===== config.mk =====
export PLATFORM = sky130hd
export DESIGN_NAME = wav_stream_to_dac_samples_core
export DESIGN_NICKNAME = d
export VERILOG_FILES = /design/src/rtl/wsds_pkg.sv /design/src/rtl/wsds_ctrl.sv /design/src/rtl/wsds_dpath.sv /design/src/rtl/wav_stream_to_dac_samples_core.sv
export SDC_FILE = /design/constraint.sdc
export NUM_CORES = 1
export LEC_CHECK = 0
export BUFFER_PORTS_ARGS = -buffer_cell sky130_fd_sc_hd__buf_2
export CAP_MARGIN = 20
export CORE_UTILIZATION = 40
export DETAILED_ROUTE_END_ITERATION = 8
export HOLD_SLACK_MARGIN = 0.05
export PLACE_DENSITY_LB_ADDON = 0.08
export REMOVE_ABC_BUFFERS = 1
export SKIP_CTS_REPAIR_TIMING = 1
export SYNTH_ARGS = -nofsm -noshare
export SYNTH_HDL_FRONTEND = slang
export SYNTH_SLANG_ARGS = --single-unit

===== constraint.sdc =====
create_clock -name clk -period 14.42 [get_ports clk]
set_input_delay 0 -clock clk [delete_from_list [all_inputs] [get_ports clk]]
set_output_delay 0 -clock clk [all_outputs]
set_load 0.005 [all_outputs]

===== src/rtl/wsds_pkg.sv =====
package wsds_pkg;

    // result kinds, carried on m_tuser
    localparam logic [1:0] KindSample = 2'd0;
    localparam logic [1:0] KindHdr    = 2'd1;
    localparam logic [1:0] KindErr    = 2'd2;
    localparam logic [1:0] KindEnd    = 2'd3;

    // register map, indexed by paddr[2]
    localparam logic RegVolume = 1'b0;
    localparam logic RegTick   = 1'b1;

    localparam int AddrW    = 3;
    localparam int OutDataW = 112;

    localparam logic [7:0]  VolumeReset   = 8'd255;
    localparam logic [31:0] TickRateReset = 32'd2000000;
    localparam logic [31:0] MinFmtBytes   = 32'd12;
    localparam logic [31:0] MaxFmtBytes   = 32'd34;

    // tags, first file byte in the low lane
    localparam logic [31:0] TagRiff = 32'h4646_4952;
    localparam logic [31:0] TagWave = 32'h4556_4157;
    localparam logic [31:0] TagData = 32'h6174_6164;

    typedef struct packed {
        logic step;   // input beat accepted this edge
        logic sel;    // 0: first result slot, 1: second slot
    } cmd_t;

    typedef struct packed {
        logic [1:0] count;    // results produced by the last beat
        logic       div_busy;
    } stat_t;

    function automatic logic [7:0] tag_byte(input logic [31:0] tag, input logic [1:0] i);
        logic [7:0] r;
        case (i)
            2'd0:    r = tag[7:0];
            2'd1:    r = tag[15:8];
            2'd2:    r = tag[23:16];
            default: r = tag[31:24];
        endcase
        return r;
    endfunction

endpackage


===== src/rtl/wsds_ctrl.sv =====
module wsds_ctrl (
    input  logic            clk,
    input  logic            rst_n,
    input  logic            s_tvalid,
    output logic            s_tready,
    output logic            m_tvalid,
    input  logic            m_tready,
    input  wsds_pkg::stat_t stat,
    output wsds_pkg::cmd_t  cmd
);

    typedef enum logic [1:0] {
        S_IDLE,
        S_CHECK,
        S_OUT0,
        S_OUT1
    } state_t;

    state_t state_reg;
    state_t state_next;

    assign s_tready = (state_reg == S_IDLE);
    assign m_tvalid = (state_reg == S_OUT0) || (state_reg == S_OUT1);
    assign cmd.step = s_tvalid && s_tready;
    assign cmd.sel  = (state_reg == S_OUT1);

    always_comb
    begin
        state_next = state_reg;
        case (state_reg)
            S_IDLE:
            begin
                if (s_tvalid)
                    state_next = S_CHECK;
            end
            S_CHECK:
            begin
                if (stat.count == 2'd0)
                    state_next = S_IDLE;
                else if (!stat.div_busy)
                    state_next = S_OUT0;
            end
            S_OUT0:
            begin
                if (m_tready)
                    state_next = (stat.count == 2'd2) ? S_OUT1 : S_IDLE;
            end
            S_OUT1:
            begin
                if (m_tready)
                    state_next = S_IDLE;
            end
            default: state_next = S_IDLE;
        endcase
    end

    always_ff @(posedge clk or negedge rst_n)
    begin
        if (!rst_n)
            state_reg <= S_IDLE;
        else
            state_reg <= state_next;
    end

endmodule


===== src/rtl/wsds_dpath.sv =====
module wsds_dpath (
    input  logic                              clk,
    input  logic                              rst_n,
    input  wsds_pkg::cmd_t                    cmd,
    output wsds_pkg::stat_t                   stat,
    input  logic                              in_op,
    input  logic [7:0]                        in_byte,
    input  logic [7:0]                        att,
    input  logic [31:0]                       tick_rate,
    output logic [1:0]                        out_kind,
    output logic [wsds_pkg::OutDataW-1:0]     out_data
);

    typedef enum logic [3:0] {
        PH_RIFF,
        PH_RSIZE,
        PH_WAVE,
        PH_FMTHDR,
        PH_FMTBODY,
        PH_SKIPHDR,
        PH_SKIPBODY,
        PH_DATAHDR,
        PH_PCM,
        PH_DONE,
        PH_ERR
    } phase_t;

    phase_t      phase_reg, phase_next;
    logic [5:0]  fbi_reg, fbi_next;
    logic [31:0] len_reg, len_next;
    logic [15:0] fmt_reg, fmt_next;
    logic [15:0] chan_reg, chan_next;
    logic [31:0] rate_reg, rate_next;
    logic [31:0] total_reg, total_next;
    logic [31:0] played_reg, played_next;
    logic [7:0]  low_reg, low_next;
    logic [1:0]  count_reg, count_next;
    logic [1:0]  kind0_reg, kind0_next;
    logic [11:0] dac_reg, dac_next;

    logic [5:0]  div_cnt_reg;
    logic [31:0] div_r_reg;
    logic [31:0] div_q_reg;
    logic        div_start;
    logic [32:0] div_t;
    logic        div_ge;

    logic [31:0] len_add;
    logic [31:0] len_dec;
    logic [31:0] played_inc;
    logic [11:0] sample_val;
    logic [19:0] sample_prod;

    // chunk size bytes arrive little-endian at header indexes 4..7
    always_comb
    begin
        case (fbi_reg[1:0])
            2'd0:    len_add = {24'd0, in_byte};
            2'd1:    len_add = {len_reg[31:16], in_byte, len_reg[7:0]};
            2'd2:    len_add = {len_reg[31:24], in_byte, len_reg[15:0]};
            default: len_add = {in_byte, len_reg[23:0]};
        endcase
    end

    assign len_dec     = len_reg - 32'd1;
    assign played_inc  = played_reg + 32'd1;
    // offset binary: flip the sign, keep the top 12 bits
    assign sample_val  = {~in_byte[7], in_byte[6:0], low_reg[7:4]};
    assign sample_prod = sample_val * att;

    always_comb
    begin
        phase_next  = phase_reg;
        fbi_next    = fbi_reg;
        len_next    = len_reg;
        fmt_next    = fmt_reg;
        chan_next   = chan_reg;
        rate_next   = rate_reg;
        total_next  = total_reg;
        played_next = played_reg;
        low_next    = low_reg;
        count_next  = count_reg;
        kind0_next  = kind0_reg;
        dac_next    = dac_reg;
        div_start   = 1'b0;
        if (cmd.step)
        begin
            count_next = 2'd0;
            kind0_next = wsds_pkg::KindEnd;
            dac_next   = 12'd0;
            if (in_op)
            begin
                phase_next  = PH_RIFF;
                fbi_next    = 6'd0;
                len_next    = 32'd0;
                fmt_next    = 16'd0;
                chan_next   = 16'd0;
                rate_next   = 32'd0;
                total_next  = 32'd0;
                played_next = 32'd0;
                low_next    = 8'd0;
            end
            else
            begin
                case (phase_reg)
                    PH_RIFF, PH_WAVE:
                    begin
                        if (in_byte != wsds_pkg::tag_byte(
                                (phase_reg == PH_RIFF) ? wsds_pkg::TagRiff : wsds_pkg::TagWave,
                                fbi_reg[1:0]))
                        begin
                            phase_next = PH_ERR;
                            fbi_next   = 6'd0;
                            count_next = 2'd1;
                            kind0_next = wsds_pkg::KindErr;
                        end
                        else if (fbi_reg[1:0] == 2'd3)
                        begin
                            fbi_next   = 6'd0;
                            phase_next = (phase_reg == PH_RIFF) ? PH_RSIZE : PH_FMTHDR;
                        end
                        else
                            fbi_next = fbi_reg + 6'd1;
                    end
                    PH_RSIZE:
                    begin
                        if (fbi_reg[1:0] == 2'd3)
                        begin
                            fbi_next   = 6'd0;
                            phase_next = PH_WAVE;
                        end
                        else
                            fbi_next = fbi_reg + 6'd1;
                    end
                    PH_FMTHDR:
                    begin
                        if (fbi_reg[2])
                            len_next = len_add;
                        if (fbi_reg[2:0] == 3'd7)
                        begin
                            fbi_next = 6'd0;
                            if (len_add < wsds_pkg::MinFmtBytes || len_add > wsds_pkg::MaxFmtBytes)
                            begin
                                phase_next = PH_ERR;
                                count_next = 2'd1;
                                kind0_next = wsds_pkg::KindErr;
                            end
                            else
                            begin
                                fmt_next   = 16'd0;
                                chan_next  = 16'd0;
                                rate_next  = 32'd0;
                                phase_next = PH_FMTBODY;
                            end
                        end
                        else
                            fbi_next = fbi_reg + 6'd1;
                    end
                    PH_FMTBODY:
                    begin
                        if (fbi_reg < 6'd2)
                            fmt_next[8*fbi_reg[0] +: 8] = fmt_reg[8*fbi_reg[0] +: 8] | in_byte;
                        else if (fbi_reg < 6'd4)
                            chan_next[8*fbi_reg[0] +: 8] = chan_reg[8*fbi_reg[0] +: 8] | in_byte;
                        else if (fbi_reg < 6'd8)
                            rate_next[8*fbi_reg[1:0] +: 8] = rate_reg[8*fbi_reg[1:0] +: 8] | in_byte;
                        if (fbi_reg != 6'd63)
                            fbi_next = fbi_reg + 6'd1;
                        len_next = len_dec;
                        if (len_dec == 32'd0)
                        begin
                            fbi_next = 6'd0;
                            if (rate_next == 32'd0)
                            begin
                                phase_next = PH_ERR;
                                count_next = 2'd1;
                                kind0_next = wsds_pkg::KindErr;
                            end
                            else
                                phase_next = PH_SKIPHDR;
                        end
                    end
                    PH_SKIPHDR:
                    begin
                        if (fbi_reg[2])
                            len_next = len_add;
                        if (fbi_reg[2:0] == 3'd7)
                        begin
                            fbi_next   = 6'd0;
                            phase_next = (len_add == 32'd0) ? PH_DATAHDR : PH_SKIPBODY;
                        end
                        else
                            fbi_next = fbi_reg + 6'd1;
                    end
                    PH_SKIPBODY:
                    begin
                        len_next = len_dec;
                        if (len_dec == 32'd0)
                        begin
                            fbi_next   = 6'd0;
                            phase_next = PH_DATAHDR;
                        end
                    end
                    PH_DATAHDR:
                    begin
                        if (!fbi_reg[2] &&
                            in_byte != wsds_pkg::tag_byte(wsds_pkg::TagData, fbi_reg[1:0]))
                        begin
                            phase_next = PH_ERR;
                            fbi_next   = 6'd0;
                            count_next = 2'd1;
                            kind0_next = wsds_pkg::KindErr;
                        end
                        else
                        begin
                            if (fbi_reg[2])
                                len_next = len_add;
                            if (fbi_reg[2:0] == 3'd7)
                            begin
                                fbi_next    = 6'd0;
                                total_next  = len_add;
                                played_next = 32'd0;
                                phase_next  = PH_PCM;
                                count_next  = 2'd1;
                                kind0_next  = wsds_pkg::KindHdr;
                                div_start   = 1'b1;
                                if (len_add == 32'd0)
                                begin
                                    phase_next = PH_DONE;
                                    count_next = 2'd2;
                                end
                            end
                            else
                                fbi_next = fbi_reg + 6'd1;
                        end
                    end
                    PH_PCM:
                    begin
                        if (!played_reg[0])
                            low_next = in_byte;
                        else
                        begin
                            count_next = 2'd1;
                            kind0_next = wsds_pkg::KindSample;
                            dac_next   = sample_prod[19:8];
                        end
                        played_next = played_inc;
                        if (played_inc == total_reg)
                        begin
                            phase_next = PH_DONE;
                            // end mark follows the sample when one was made
                            if (played_reg[0])
                                count_next = 2'd2;
                            else
                            begin
                                count_next = 2'd1;
                                kind0_next = wsds_pkg::KindEnd;
                            end
                        end
                    end
                    default: ;
                endcase
            end
        end
    end

    always_ff @(posedge clk or negedge rst_n)
    begin
        if (!rst_n)
        begin
            phase_reg  <= PH_RIFF;
            fbi_reg    <= 6'd0;
            len_reg    <= 32'd0;
            fmt_reg    <= 16'd0;
            chan_reg   <= 16'd0;
            rate_reg   <= 32'd0;
            total_reg  <= 32'd0;
            played_reg <= 32'd0;
            low_reg    <= 8'd0;
            count_reg  <= 2'd0;
            kind0_reg  <= wsds_pkg::KindEnd;
            dac_reg    <= 12'd0;
        end
        else
        begin
            phase_reg  <= phase_next;
            fbi_reg    <= fbi_next;
            len_reg    <= len_next;
            fmt_reg    <= fmt_next;
            chan_reg   <= chan_next;
            rate_reg   <= rate_next;
            total_reg  <= total_next;
            played_reg <= played_next;
            low_reg    <= low_next;
            count_reg  <= count_next;
            kind0_reg  <= kind0_next;
            dac_reg    <= dac_next;
        end
    end

    // restoring divider, one quotient bit per cycle: tick_rate / rate
    assign div_t  = {div_r_reg, div_q_reg[31]};
    assign div_ge = (div_t >= {1'b0, rate_reg});

    always_ff @(posedge clk or negedge rst_n)
    begin
        if (!rst_n)
            div_cnt_reg <= 6'd0;
        else if (div_start)
            div_cnt_reg <= 6'd32;
        else if (div_cnt_reg != 6'd0)
            div_cnt_reg <= div_cnt_reg - 6'd1;
    end

    always_ff @(posedge clk)
    begin
        if (div_start)
        begin
            div_r_reg <= 32'd0;
            div_q_reg <= tick_rate;
        end
        else if (div_cnt_reg != 6'd0)
        begin
            div_r_reg <= div_ge ? 32'(div_t - {1'b0, rate_reg}) : div_t[31:0];
            div_q_reg <= {div_q_reg[30:0], div_ge};
        end
    end

    assign stat.count    = count_reg;
    assign stat.div_busy = (div_cnt_reg != 6'd0);

    assign out_kind = cmd.sel ? wsds_pkg::KindEnd : kind0_reg;

    always_comb
    begin
        out_data = '0;
        if (!cmd.sel)
        begin
            out_data[11:0] = dac_reg;
            if (kind0_reg == wsds_pkg::KindHdr)
            begin
                out_data[43:12]  = rate_reg;
                out_data[59:44]  = chan_reg;
                out_data[75:60]  = fmt_reg;
                out_data[107:76] = div_q_reg;
            end
        end
    end

endmodule


===== src/rtl/wav_stream_to_dac_samples_core.sv =====
// WAV byte stream to 12-bit DAC samples.
// Input channel s_*: one file byte per beat in s_tdata; s_tuser high restarts
// parsing for a new file (the byte is ignored). Output channel m_*: one result
// per beat, its kind on m_tuser (sample, header accepted, header error, end of
// data); header fields and timer period are valid only with a header result.
// APB port: volume at 0x0, tick_rate at 0x4, to be written only while idle;
// the block itself does not enforce this. One byte at a time: a beat is
// taken, the next cycle decides how many results it made (0 to 2), then
// each result is held on m_* until taken. The byte that completes the data
// chunk header also runs the period divider, one quotient bit per cycle,
// and its results wait until the divider is done. While the receiver
// stalls, s_tready stays low. Reset returns the parser to waiting for the
// RIFF tag, volume to 255 and tick_rate to 2000000; no results are pending
// after reset.
module wav_stream_to_dac_samples_core (
    input  logic                                clk,
    input  logic                                rst_n,
    input  logic                                s_tvalid,
    output logic                                s_tready,
    input  logic [7:0]                          s_tdata,  // [7:0] data_byte
    input  logic                                s_tuser,  // [0] op
    output logic                                m_tvalid,
    input  logic                                m_tready,
    // [11:0] dac_sample, [43:12] sample_rate, [59:44] channel_count,
    // [75:60] format_code, [107:76] timer_period, [111:108] zero
    output logic [wsds_pkg::OutDataW-1:0]       m_tdata,
    output logic [1:0]                          m_tuser,  // [1:0] kind
    input  logic                                psel,
    input  logic                                penable,
    input  logic                                pwrite,
    input  logic [wsds_pkg::AddrW-1:0]          paddr,
    input  logic [31:0]                         pwdata,
    output logic [31:0]                         prdata,
    output logic                                pready
);

    logic [7:0]      volume_reg;
    logic [7:0]      att_reg;
    logic [31:0]     tick_reg;
    logic [15:0]     vol_sq;
    logic            cfg_wr;
    wsds_pkg::cmd_t  cmd;
    wsds_pkg::stat_t stat;

    assign pready = 1'b1;
    assign cfg_wr = psel && penable && pwrite && pready;
    assign vol_sq = pwdata[7:0] * pwdata[7:0];
    assign prdata = (paddr[2] == wsds_pkg::RegTick) ? tick_reg : {24'd0, volume_reg};

    // attenuation (v*v)>>8 is kept alongside the volume
    always_ff @(posedge clk or negedge rst_n)
    begin
        if (!rst_n)
        begin
            volume_reg <= wsds_pkg::VolumeReset;
            att_reg    <= 8'd254;
            tick_reg   <= wsds_pkg::TickRateReset;
        end
        else if (cfg_wr)
        begin
            if (paddr[2] == wsds_pkg::RegVolume)
            begin
                volume_reg <= pwdata[7:0];
                att_reg    <= vol_sq[15:8];
            end
            else
                tick_reg <= pwdata;
        end
    end

    wsds_ctrl u_ctrl (
        .clk      (clk),
        .rst_n    (rst_n),
        .s_tvalid (s_tvalid),
        .s_tready (s_tready),
        .m_tvalid (m_tvalid),
        .m_tready (m_tready),
        .stat     (stat),
        .cmd      (cmd)
    );

    wsds_dpath u_dpath (
        .clk       (clk),
        .rst_n     (rst_n),
        .cmd       (cmd),
        .stat      (stat),
        .in_op     (s_tuser),
        .in_byte   (s_tdata),
        .att       (att_reg),
        .tick_rate (tick_reg),
        .out_kind  (m_tuser),
        .out_data  (m_tdata)
    );

    a_one_side: assert property (@(posedge clk) disable iff (!rst_n)
        m_tvalid |-> !s_tready)
        else $error("input taken while a result is pending");

    a_hdr_fields: assert property (@(posedge clk) disable iff (!rst_n)
        (m_tvalid && m_tuser != wsds_pkg::KindHdr) |-> (m_tdata[111:12] == '0))
        else $error("header fields on a non-header result");

    a_dac_zero: assert property (@(posedge clk) disable iff (!rst_n)
        (m_tvalid && m_tuser != wsds_pkg::KindSample) |-> (m_tdata[11:0] == 12'd0))
        else $error("sample value on a non-sample result");

endmodule

# [After elaboration in Yosys (flattened, before gate mapping)]
# Cells that the tools add are included.
[totals] ff_bits=314 input_bits=51 elab_cells=250
[classes] add_sub_neg=7 multipliers=2 order_cmp=6 eq_ne=42 shifts=8 mux=122 n_bitwise=5 n_reduce_logical=39
[op_table] op="32-bit 2-to-1 mux" count=23
[op_table] op="32-bit one-hot mux with 3 select lines" count=2
[op_table] op="32-bit one-hot mux with 2 select lines" count=2
[op_table] op="16-bit 2-to-1 mux" count=7
[op_table] op="108-bit 2-to-1 mux" count=1
[op_table] op="32-bit logical NOT" count=3
[op_table] op="96-bit 2-to-1 mux" count=1
[op_table] op="8-bit 2-to-1 mux" count=9
[op_table] op="8-bit by 34-bit indexed part select with 16-bit output" count=2
[op_table] op="16-bit one-hot mux with 2 select lines" count=2
[op_table] op="6-bit 2-to-1 mux" count=10
[op_table] op="4-bit 2-to-1 mux" count=13
[op_table] op="2-bit 2-to-1 mux" count=24
[op_table] op="12-bit 2-to-1 mux" count=3
[op_table] op="6-bit one-hot mux with 6 select lines" count=1
[op_table] op="4-bit negation with 34-bit output" count=1
[op_table] op="5-bit negation with 34-bit output" count=1
[op_table] op="8-bit by 34-bit variable shift with 16-bit output (first input constant)" count=1
[op_table] op="8-bit by 34-bit variable shift with 32-bit output (first input constant)" count=1
[op_table] op="8-bit by 34-bit indexed part select with 32-bit output" count=1
[op_table] op="33-bit by 32-bit greater-or-equal comparator with 1-bit output" count=1
[op_table] op="32-bit by 1-bit adder with 32-bit output (second input constant)" count=1
[op_table] op="16-bit bitwise mux" count=2
[op_table] op="32-bit bitwise mux" count=1
[op_table] op="other kinds (54)" count=118

# [Logic depth before layout (Yosys ltp)]
# Gate-level depths: netlist of the first run.
[depth] depth_word=15 mapped_depth=20 depth_no_buf=19

# [Hierarchy]
# From an unflattened synthesis of the first run, not the netlist that was laid out.
[unflattened] hier_cells=2857 area_unflattened_um2=24215.7
[modules_own_cells] mod="wsds_dpath" instances=1 cells_each=2472 area_per_inst_um2=20377.0
[modules_own_cells] mod="wav_stream_to_dac_samples_core" instances=1 cells_each=368 area_per_inst_um2=3697.3
[modules_own_cells] mod="wsds_ctrl" instances=1 cells_each=17 area_per_inst_um2=141.4

# [Worst setup path before layout of the first run]
# No wires, ideal clock.
[synth_path] kind="flip-flop to flip-flop" start="reg att_reg[7]" end="reg u_dpath.dac_reg[11]" arrival_ns=4.845 required_time_ns=14.287 slack_ns=9.442 path_stages_with_launch=19 period_less_slack_ns=4.978 path_cell_list="dfstp_2 > clkbuf_1 > nand2_1 > fa_1 > fa_1 > inv_1 > fa_1 > inv_1 > fa_1 > inv_1 > ha_1 > a21o_1 > a21oi_1 > a21oi_1 > o31a_1 > a211oi_1 > a21oi_1 > xnor2_1 > o21ai_0"
[synth_between] elab_chain_len=4
[synth_rtl] item="from (decl)" line_no="wav_stream_to_dac_samples_core.sv:38" rtl="logic [7:0] att_reg;"
[synth_rtl] item="from (signal assigned)" line_no="wav_stream_to_dac_samples_core.sv:64" rtl="att_reg <= vol_sq[15:8];"
[synth_rtl] item="12-bit by 8-bit multiplier with 20-bit output" line_no="wsds_dpath.sv:69" rtl="assign sample_prod = sample_val * att;"
[synth_rtl] item="12-bit 2-to-1 mux" line_no="wsds_dpath.sv:239" rtl="if (!played_reg[0])"
[synth_rtl] item="12-bit 2-to-1 mux" line_no="wsds_dpath.sv:105" rtl="case (phase_reg)"
[synth_rtl] item="12-bit 2-to-1 mux" line_no="wsds_dpath.sv:91" rtl="if (in_op)"
[synth_rtl] item="to (signal assigned)" line_no="wsds_dpath.sv:297" rtl="dac_reg <= dac_next;"
[synth_rtl] item="to (decl)" line_no="wsds_dpath.sv:39" rtl="logic [11:0] dac_reg, dac_next;"
# Every way passes these cells.
# A chain may end at the register's enable or synchronous reset.

# [Final worst setup path of the first run]
[layout_path] start="reg att_reg[6]" end="reg u_dpath.dac_reg[11]"
# The elaborated chain is that of the path after synthesis.

==> summary.md, run 1 <==
| Metric | Value |
|---|---|
| Run status | completed |
| Clock sink count | 310 |
| Synth Warn # | 0 |
| Dpl ws | 9070 ps |
| Antenna viol nets, final | 0 |
| Post-Route M1 WL | 33,600 um |
| Largest fanout on the critical path | 13 |
| Leading cell type in the layout, fill and taps excluded | nand2_1 |
| Critical path class | reg2reg |
| Starting Density | 40.4% |
| Max Freq | 0.187 GHz |
| Worst Tran Pin Value | 1150 ps |
| Synth-to-Final Area Change | 13.4% |
| Main synth FF type | dfrtp_1 |
| Seq/Total Area, Yosys | 32.7% |
| Total Wirelength | 74,400 um |
| Final Hold Fails | 0 |
| Clock buffer depth | 3 |
| Slowest cell delay on critical path | 700 ps |
| Top cell type's share of synthesized area | 23.3% |
| Vias in the first global route | 20,428 |
| Drt wl/cell | 20.0 um |
| # H-tree levels | 2 |
| Die Height | 246 um |
| RSZ-0062 raised after global routing | false |
| EDFF count, synth | 32 |
| Core Area | 58,900 um^2 |
| Synthesized area | 23,800 um^2 |
| Worst Hold Class | in2async |
| TritonCTS clock tree | yes |
| Later-pin clock latency in the skew report | 580 ps |
| Critical Path Most Common Cell | fa_1 |
| Number of synthesized register bits | 310 |
| CP Launch Type | flip-flop |
| CP cell instances | and2_1, fa_1, fa_1, fa_1, inv_1, fa_1, inv_1, ha_1, nor2_1, nor2_1, o21ai_0, nor4_1, o31a_1, a211oi_1, a21oi_1, xnor2_1, o21ai_0 |
| Clock root buffer | clkbuf_16 |
| Slowest-stage cell, CP | nor4_1 |
| Worst Path Required | 14,830 ps |
| Max-slew violation count | 0 |
| Synthesized area per cell | 8.53 um^2 |
| Worst VDD drop | 0.000166 V |
| First-pass GRT wire length | 118,000 um |
| Cell family with most CP delay | adder cells |
| Initial antenna violation count | 0 |
| Final GP Congestion | 0.921 |
| Final #Nets | 3,164 |
| Pin count of the biggest net entering global routing | 119 |
| Row count | 89 |
| Worst setup margin | 9070 ps |
| Synth unique cells | 91 |
| Tmin final | 5350 ps |
| Clock skew | 19.5 ps |
| Metal3 WL | 3810 um |
| Die Width | 246 um |
| Initial DRC count | 1,573 |
| DRC viols | 0 |
| Hpwl dp | 52,300 um |
| Buf/Inv on CP | 2 |
| Final Util | 45.8% |
| Cell Count Post-Placement | 3,607 |
| Worst rel slew slack | 22.4% |
| Layout cells sized above 1 | 13.6% |
| CP arrival | 5760 ps |
| Leak | 12.3 nW |
| Uppermost layer routed | met4 |
| Vias per cell | 5.68 |
| CTS buffer count | 39 |
| Met2 Routed Length | 34,900 um |
| Top cells by area, synth | dfrtp_1 23%, fa_1 7.1%, ha_1 6.0% |
| Fin cells | 3,717 |
| Hold Worst Slack | 35.5 ps |
| Gr usage total | 24.5% |
| I/O Pins | 200 |
| Drt pass-1 iters | 8 |
| # port buffers | 192 |
| Total negative slack | 0 ps |
| FFs w/ async S/R, synth | 79.4% |
| # setup viols final | 0 |
| Total gr overflow | 0 |
| Clock slew at reported path FFs | 60 ps |
| Kind of end point of the critical path | flip-flop |
| Final Cycle Share | 37.1% |
| Diode count | 0 |
| Commonest non-fill, non-tap cells in the layout | 316 x nand2_1, 239 x o21ai_0, 222 x dfrtp_1 |
| Die ar. | 60,500 um^2 |
| Cells after synthesis | 2,791 |
| Max-cap viol count | 0 |
| PwrDens | 170 nW/um^2 |
| Via count | 21,108 |
| Cell taking the most area after synthesis | dfrtp_1 |
==> power by group <==
part	leakage, nW	total, mW	internal [mW]	switching, mW
combinational	7.85	2.37	0.998	1.37
sequential	3.82	1.23	1.06	0.177
clock	0.630	0.997	0.585	0.411
total	12.3	4.60	2.64	1.96
==> cell usage after synthesis (all sizes together), types with 24 or more instances <==
library cell,number
dfxtp,32
a211oi,28
o31ai,24
a21oi,117
nor2,189
o21ai,249
dfrtp,222
nand3,47
a21o,25
a22o,59
inv,190
and2,196
xor2,29
nor3,87
xnor2,69
nand2,316
mux2,46
fa,84
and3,29
nand4,33
buf,35
dfstp,24
nor4,36
edfxtp,32
ha,114
a31oi,38
nand2b,30
clkbuf,146
==> worst paths after layout <==
kind	startpoint	to	slack (ps)	cells past startpoint
worst max-delay path	att_reg[6]	u_dpath.dac_reg[11]	9070	17
worst min-delay path	rst_n	tick_reg[28]	40	2
worst max register to register	att_reg[6]	u_dpath.dac_reg[11]	9070	17
worst min register to register	u_dpath.div_r_reg[1]	u_dpath.div_r_reg[1]	470	2
max in group asynchronous	rst_n	u_dpath.total_reg[3]	12930	3
min in group clk	penable	volume_reg[3]	40	5
==> cell type report <==
type | instances | area [um^2]
clock buffers | 60 | 1140
fillers | 5807 | 31900
inverters | 191 | 717
flip-flops and latches | 310 | 7790
multi-input cells | 2112 | 14600
repair buffers | 261 | 1620
clock inverters | 10 | 140
well taps | 773 | 967
==> per-layer routing <==
metal / global-route usage (%) / vias to the layer above
met2: 39.7 / 551
li1: - / 10000
met3: 3.07 / 131
met4: 8.00 / 0
met1: 33.9 / 10426
met5: 0 / -
==> logic make-up after synthesis <==
kind of cell             share of synthesized area, %
flip-flops                                       32.7
XOR/XNOR                                         3.61
other                                          0.0316
multiplexers                                     3.65
AND/OR/NAND/NOR                                  22.8
adder cells (fa/ha/maj)                          13.1
buffers and inverters                            6.13
AO/OA/AOI/OAI                                    18.0
==> through the flow <==
stage	cell area, um^2	total power, mW
final	27000	4.60
after global routing	27000	5.02
after CTS	26600	4.63
after detailed placement	25300	3.60
after global placement	25300	3.58
after floorplan	23100	2.96
Power figures use the tool's default switching activity.
==> run 2: changes to the inputs <==
- ABC_AREA: default -> 1
- clock period: 14.42 -> 4.6 ns (I/O delays scaled with it)
==> summary.md, run 2 <==
| Metric | Value |
|---|---|
| Clock root buffer | clkbuf_16 |
| RSZ-0062 raised after global routing | true |
| Critical path class | reg2reg |
| Initial antenna violation count | 1 (+1) |
| Clock skew | 22.3 ps (+2.78 ps) |
| Top cell type's share of synthesized area | 21.6% (-1.8 points) |
| Global routing's busiest layer | met2 |
| Hpwl dp | 64,100 um (+22%) |
| Largest fanout on the critical path | 5 (-8) |
| Gr usage total | 25.8% (+1.2 points) |
| PwrDens | 353 nW/um^2 (+110%) |
| Synthesized area | 25,800 um^2 (+8.3%) |
| Dpl ws | -109 ps (-9180 ps) |
| Die Width | 256 um (+4.0%) |
| Layout cells sized above 1 | 12.3% (-1.3 points) |
| Commonest non-fill, non-tap cells in the layout | 1,036 x nand2_1, 584 x inv_1, 354 x nor2_1 |
| Starting Density | 40.6% (+0.24 points) |
| EDFF count, synth | 32 (unchanged) |
| Die Height | 256 um (+4.0%) |
| Most frequent cell after synthesis | nand2_1 |
| Final Hold Fails | 0 (unchanged) |
| Synthesized area per cell | 6.79 um^2 (-20%) |
| Synth-to-Final Area Change | 16.3% |
| Clock slew at reported path FFs | 60 ps (about the same) |
| Critical path origin | att_reg[3] |
| Vias per cell | 5.15 (-9.4%) |
| I/O Pins | 200 (unchanged) |
| CP Launch Type | flip-flop |
| Number of synthesized register bits | 310 (unchanged) |
| Total gr overflow | 0 (unchanged) |
| Cells after synthesis | 3,798 (+36%) |
| CP cell instances | buf_6, buf_4, nand2_1, inv_1, fa_1, fa_1, inv_1, fa_1, inv_1, fa_1, ha_4, a21oi_1, o21a_1, o21ai_2, inv_1, o21ai_1, buf_4, nand4_1, nand2_1, or2_2, nand3_1, o21ai_1 |
| Final GP Congestion | 0.931 (+1.2%) |
| Tmin final | 4380 ps (-970 ps) |
| Clock sink count | 310 (unchanged) |
| Worst R2R Start | att_reg[3] |
| Pin count of the biggest net entering global routing | 103 (-13%) |
| Vias in the first global route | 23,687 (+16%) |
| FFs w/ async S/R, synth | 79.4% (unchanged) |
| Antenna viol nets, final | 0 (unchanged) |
| Via count | 25,221 (+19%) |
| Max-slew violation count | 0 (unchanged) |
| Buf/Inv on CP | 7 (+5) |
| Diode count | 0 (unchanged) |
| DRC viols | 0 (unchanged) |
| Later-pin clock latency in the skew report | 570 ps (about the same) |
| # H-tree levels | 2 (unchanged) |
| Leak | 16.0 nW (+30%) |
| Cell taking the most area after synthesis | dfrtp_1 |
| Core Area | 63,400 um^2 (+7.7%) |
| Final Util | 47.2% (+1.4 points) |
| Worst VDD drop | 0.000628 V (+280%) |
| Synth cell count leaders | 1,044 x nand2_1, 597 x inv_1, 355 x nor2_1, 265 x o21ai_0, 243 x nand3_1 |
| CTS buffer count | 41 (+5.1%) |
| Worst rel slew slack | 40.9% (+18 points) |
| # port buffers | 192 (unchanged) |
| Clock buffer depth | 3 (unchanged) |
| Synth Warn # | 0 (unchanged) |
| M3 GR Usage | 2.37% (-0.70 points) |
| First-pass GRT wire length | 135,000 um (+15%) |
| Slowest cell delay on critical path | 540 ps (-160 ps) |
| Initial DRC count | 2,028 (+29%) |
| Slowest-stage cell, CP | fa_1 |
| CP arrival | 4800 ps (-960 ps) |
| Leading cell type in the layout, fill and taps excluded | nand2_1 |
| Run status | completed |
| Drt wl/cell | 17.4 um (-13%) |
| Max Freq | 0.228 GHz (+22%) |
| Synth unique cells | 63 (-31%) |
| Die ar. | 65,500 um^2 (+8.2%) |
| Min-Delay Startpoint | s_tdata[7] |
| TritonCTS clock tree | yes |
| Main synth FF type | dfrtp_1 |
| Top cells by area, synth | dfrtp_1 22%, nand2_1 15%, inv_1 8.7% |
| Cell family with most CP delay | adder cells |
| # setup viols final | 0 (unchanged) |
| Kind of end point of the critical path | flip-flop |
| Total Wirelength | 85,500 um (+15%) |
| Max-cap viol count | 0 (unchanged) |
| Drt pass-1 iters | 6 (-2) |
| Met2 global-route usage | 40.4% (+0.72 points) |
| Final #Nets | 4,273 (+35%) |
| M1 GR Usage | 38.4% (+4.5 points) |
| Final Cycle Share | 95.3% (+58 points) |
| Worst Tran Pin Value | 887 ps (-260 ps) |
| Worst setup margin | 217 ps (-8850 ps) |
| Row count | 92 (+3.4%) |
| Seq/Total Area, Yosys | 30.2% (-2.5 points) |
| Worst Path Required | 5020 ps (-9810 ps) |
| Worst Hold Class | in2reg |
[run 2: changes by cell type after synthesis, sizes merged, moves of 54 or more]
cell   before   now
nand2     316  1052
a22o       59     1
xnor2      69    15
o22ai       4    80
nand3      47   246
nor2      189   367
and2      196     2
inv       190   603
[run 2: where the power goes]
group / switching [mW] / internal [mW] / total [mW]
registers: 0.111 / 2.90 / 3.01
clock network: 1.33 / 2.02 / 3.34
logic: 2.27 / 1.96 / 4.23
[run 2: cell type report]
type	count	area, um^2
well taps	846	1060
inverters	607	2280
repair buffers	334	2220
multi-input cells	2730	15300
fillers	6660	33500
clock buffers	54	1130
clock inverters	19	234
flip-flops and latches	310	7790
[run 2: worst paths after layout]
kind	to	slack [ps]	cells after the start
setup / recovery	u_dpath.dac_reg[11]	220	22
hold / removal	u_dpath.chan_reg[7]	80	6
setup reg to reg	u_dpath.dac_reg[11]	220	22
hold reg to reg	u_dpath.div_r_reg[18]	470	2
max in group asynchronous	u_dpath.fbi_reg[0]	3190	3
min in group asynchronous	u_dpath.rate_reg[28]	100	2
[run 2: logic make-up after synthesis]
logic type | Yosys count | share of synthesized area (%)
AOI/OAI and AO/OA | 573 | 12.5
adders and majority gates | 198 | 12.1
muxes | 24 | 1.05
buffers and inverters | 761 | 11.5
and+or+nand+nor | 1862 | 30.3
other | 2 | 0.0291
xor gates and xnor gates | 68 | 2.31
DFF | 310 | 30.2
[run 2: per-layer routing]
metal	vias to the layer above	wire length [um]
met5	-	0
met4	0	1620
met3	97	4330
met2	671	38400
met1	11854	41100
li1	12599	-
[run 2: per-stage QoR]
step	setup TNS [ps]	cell area (um^2)	hold slack [ps]	std cells	total power, mW
after CTS	-398	29300	-469	4854	9.95
after global placement	-161	27900	143	4781	6.54
after floorplan	-40370	25100	-296	3647	5.20
final	0	30000	84.4	4900	10.6
after detailed placement	-304	27900	144	4781	6.53
after global routing	-40.9	30000	134	4900	11.4
[run 2: worst reg2reg max path: stages (launching register included)]
cell and delay [ps]:
dfstp_2 390, buf_6 110, buf_4 130, nand2_1 60
inv_1 50, fa_1 420, fa_1 540, inv_1 50
fa_1 480, inv_1 50, fa_1 480, ha_4 280
a21oi_1 150, o21a_1 160, o21ai_2 60, inv_1 80
o21ai_1 60, buf_4 150, nand4_1 60, nand2_1 60
or2_2 270, nand3_1 70, o21ai_1 70
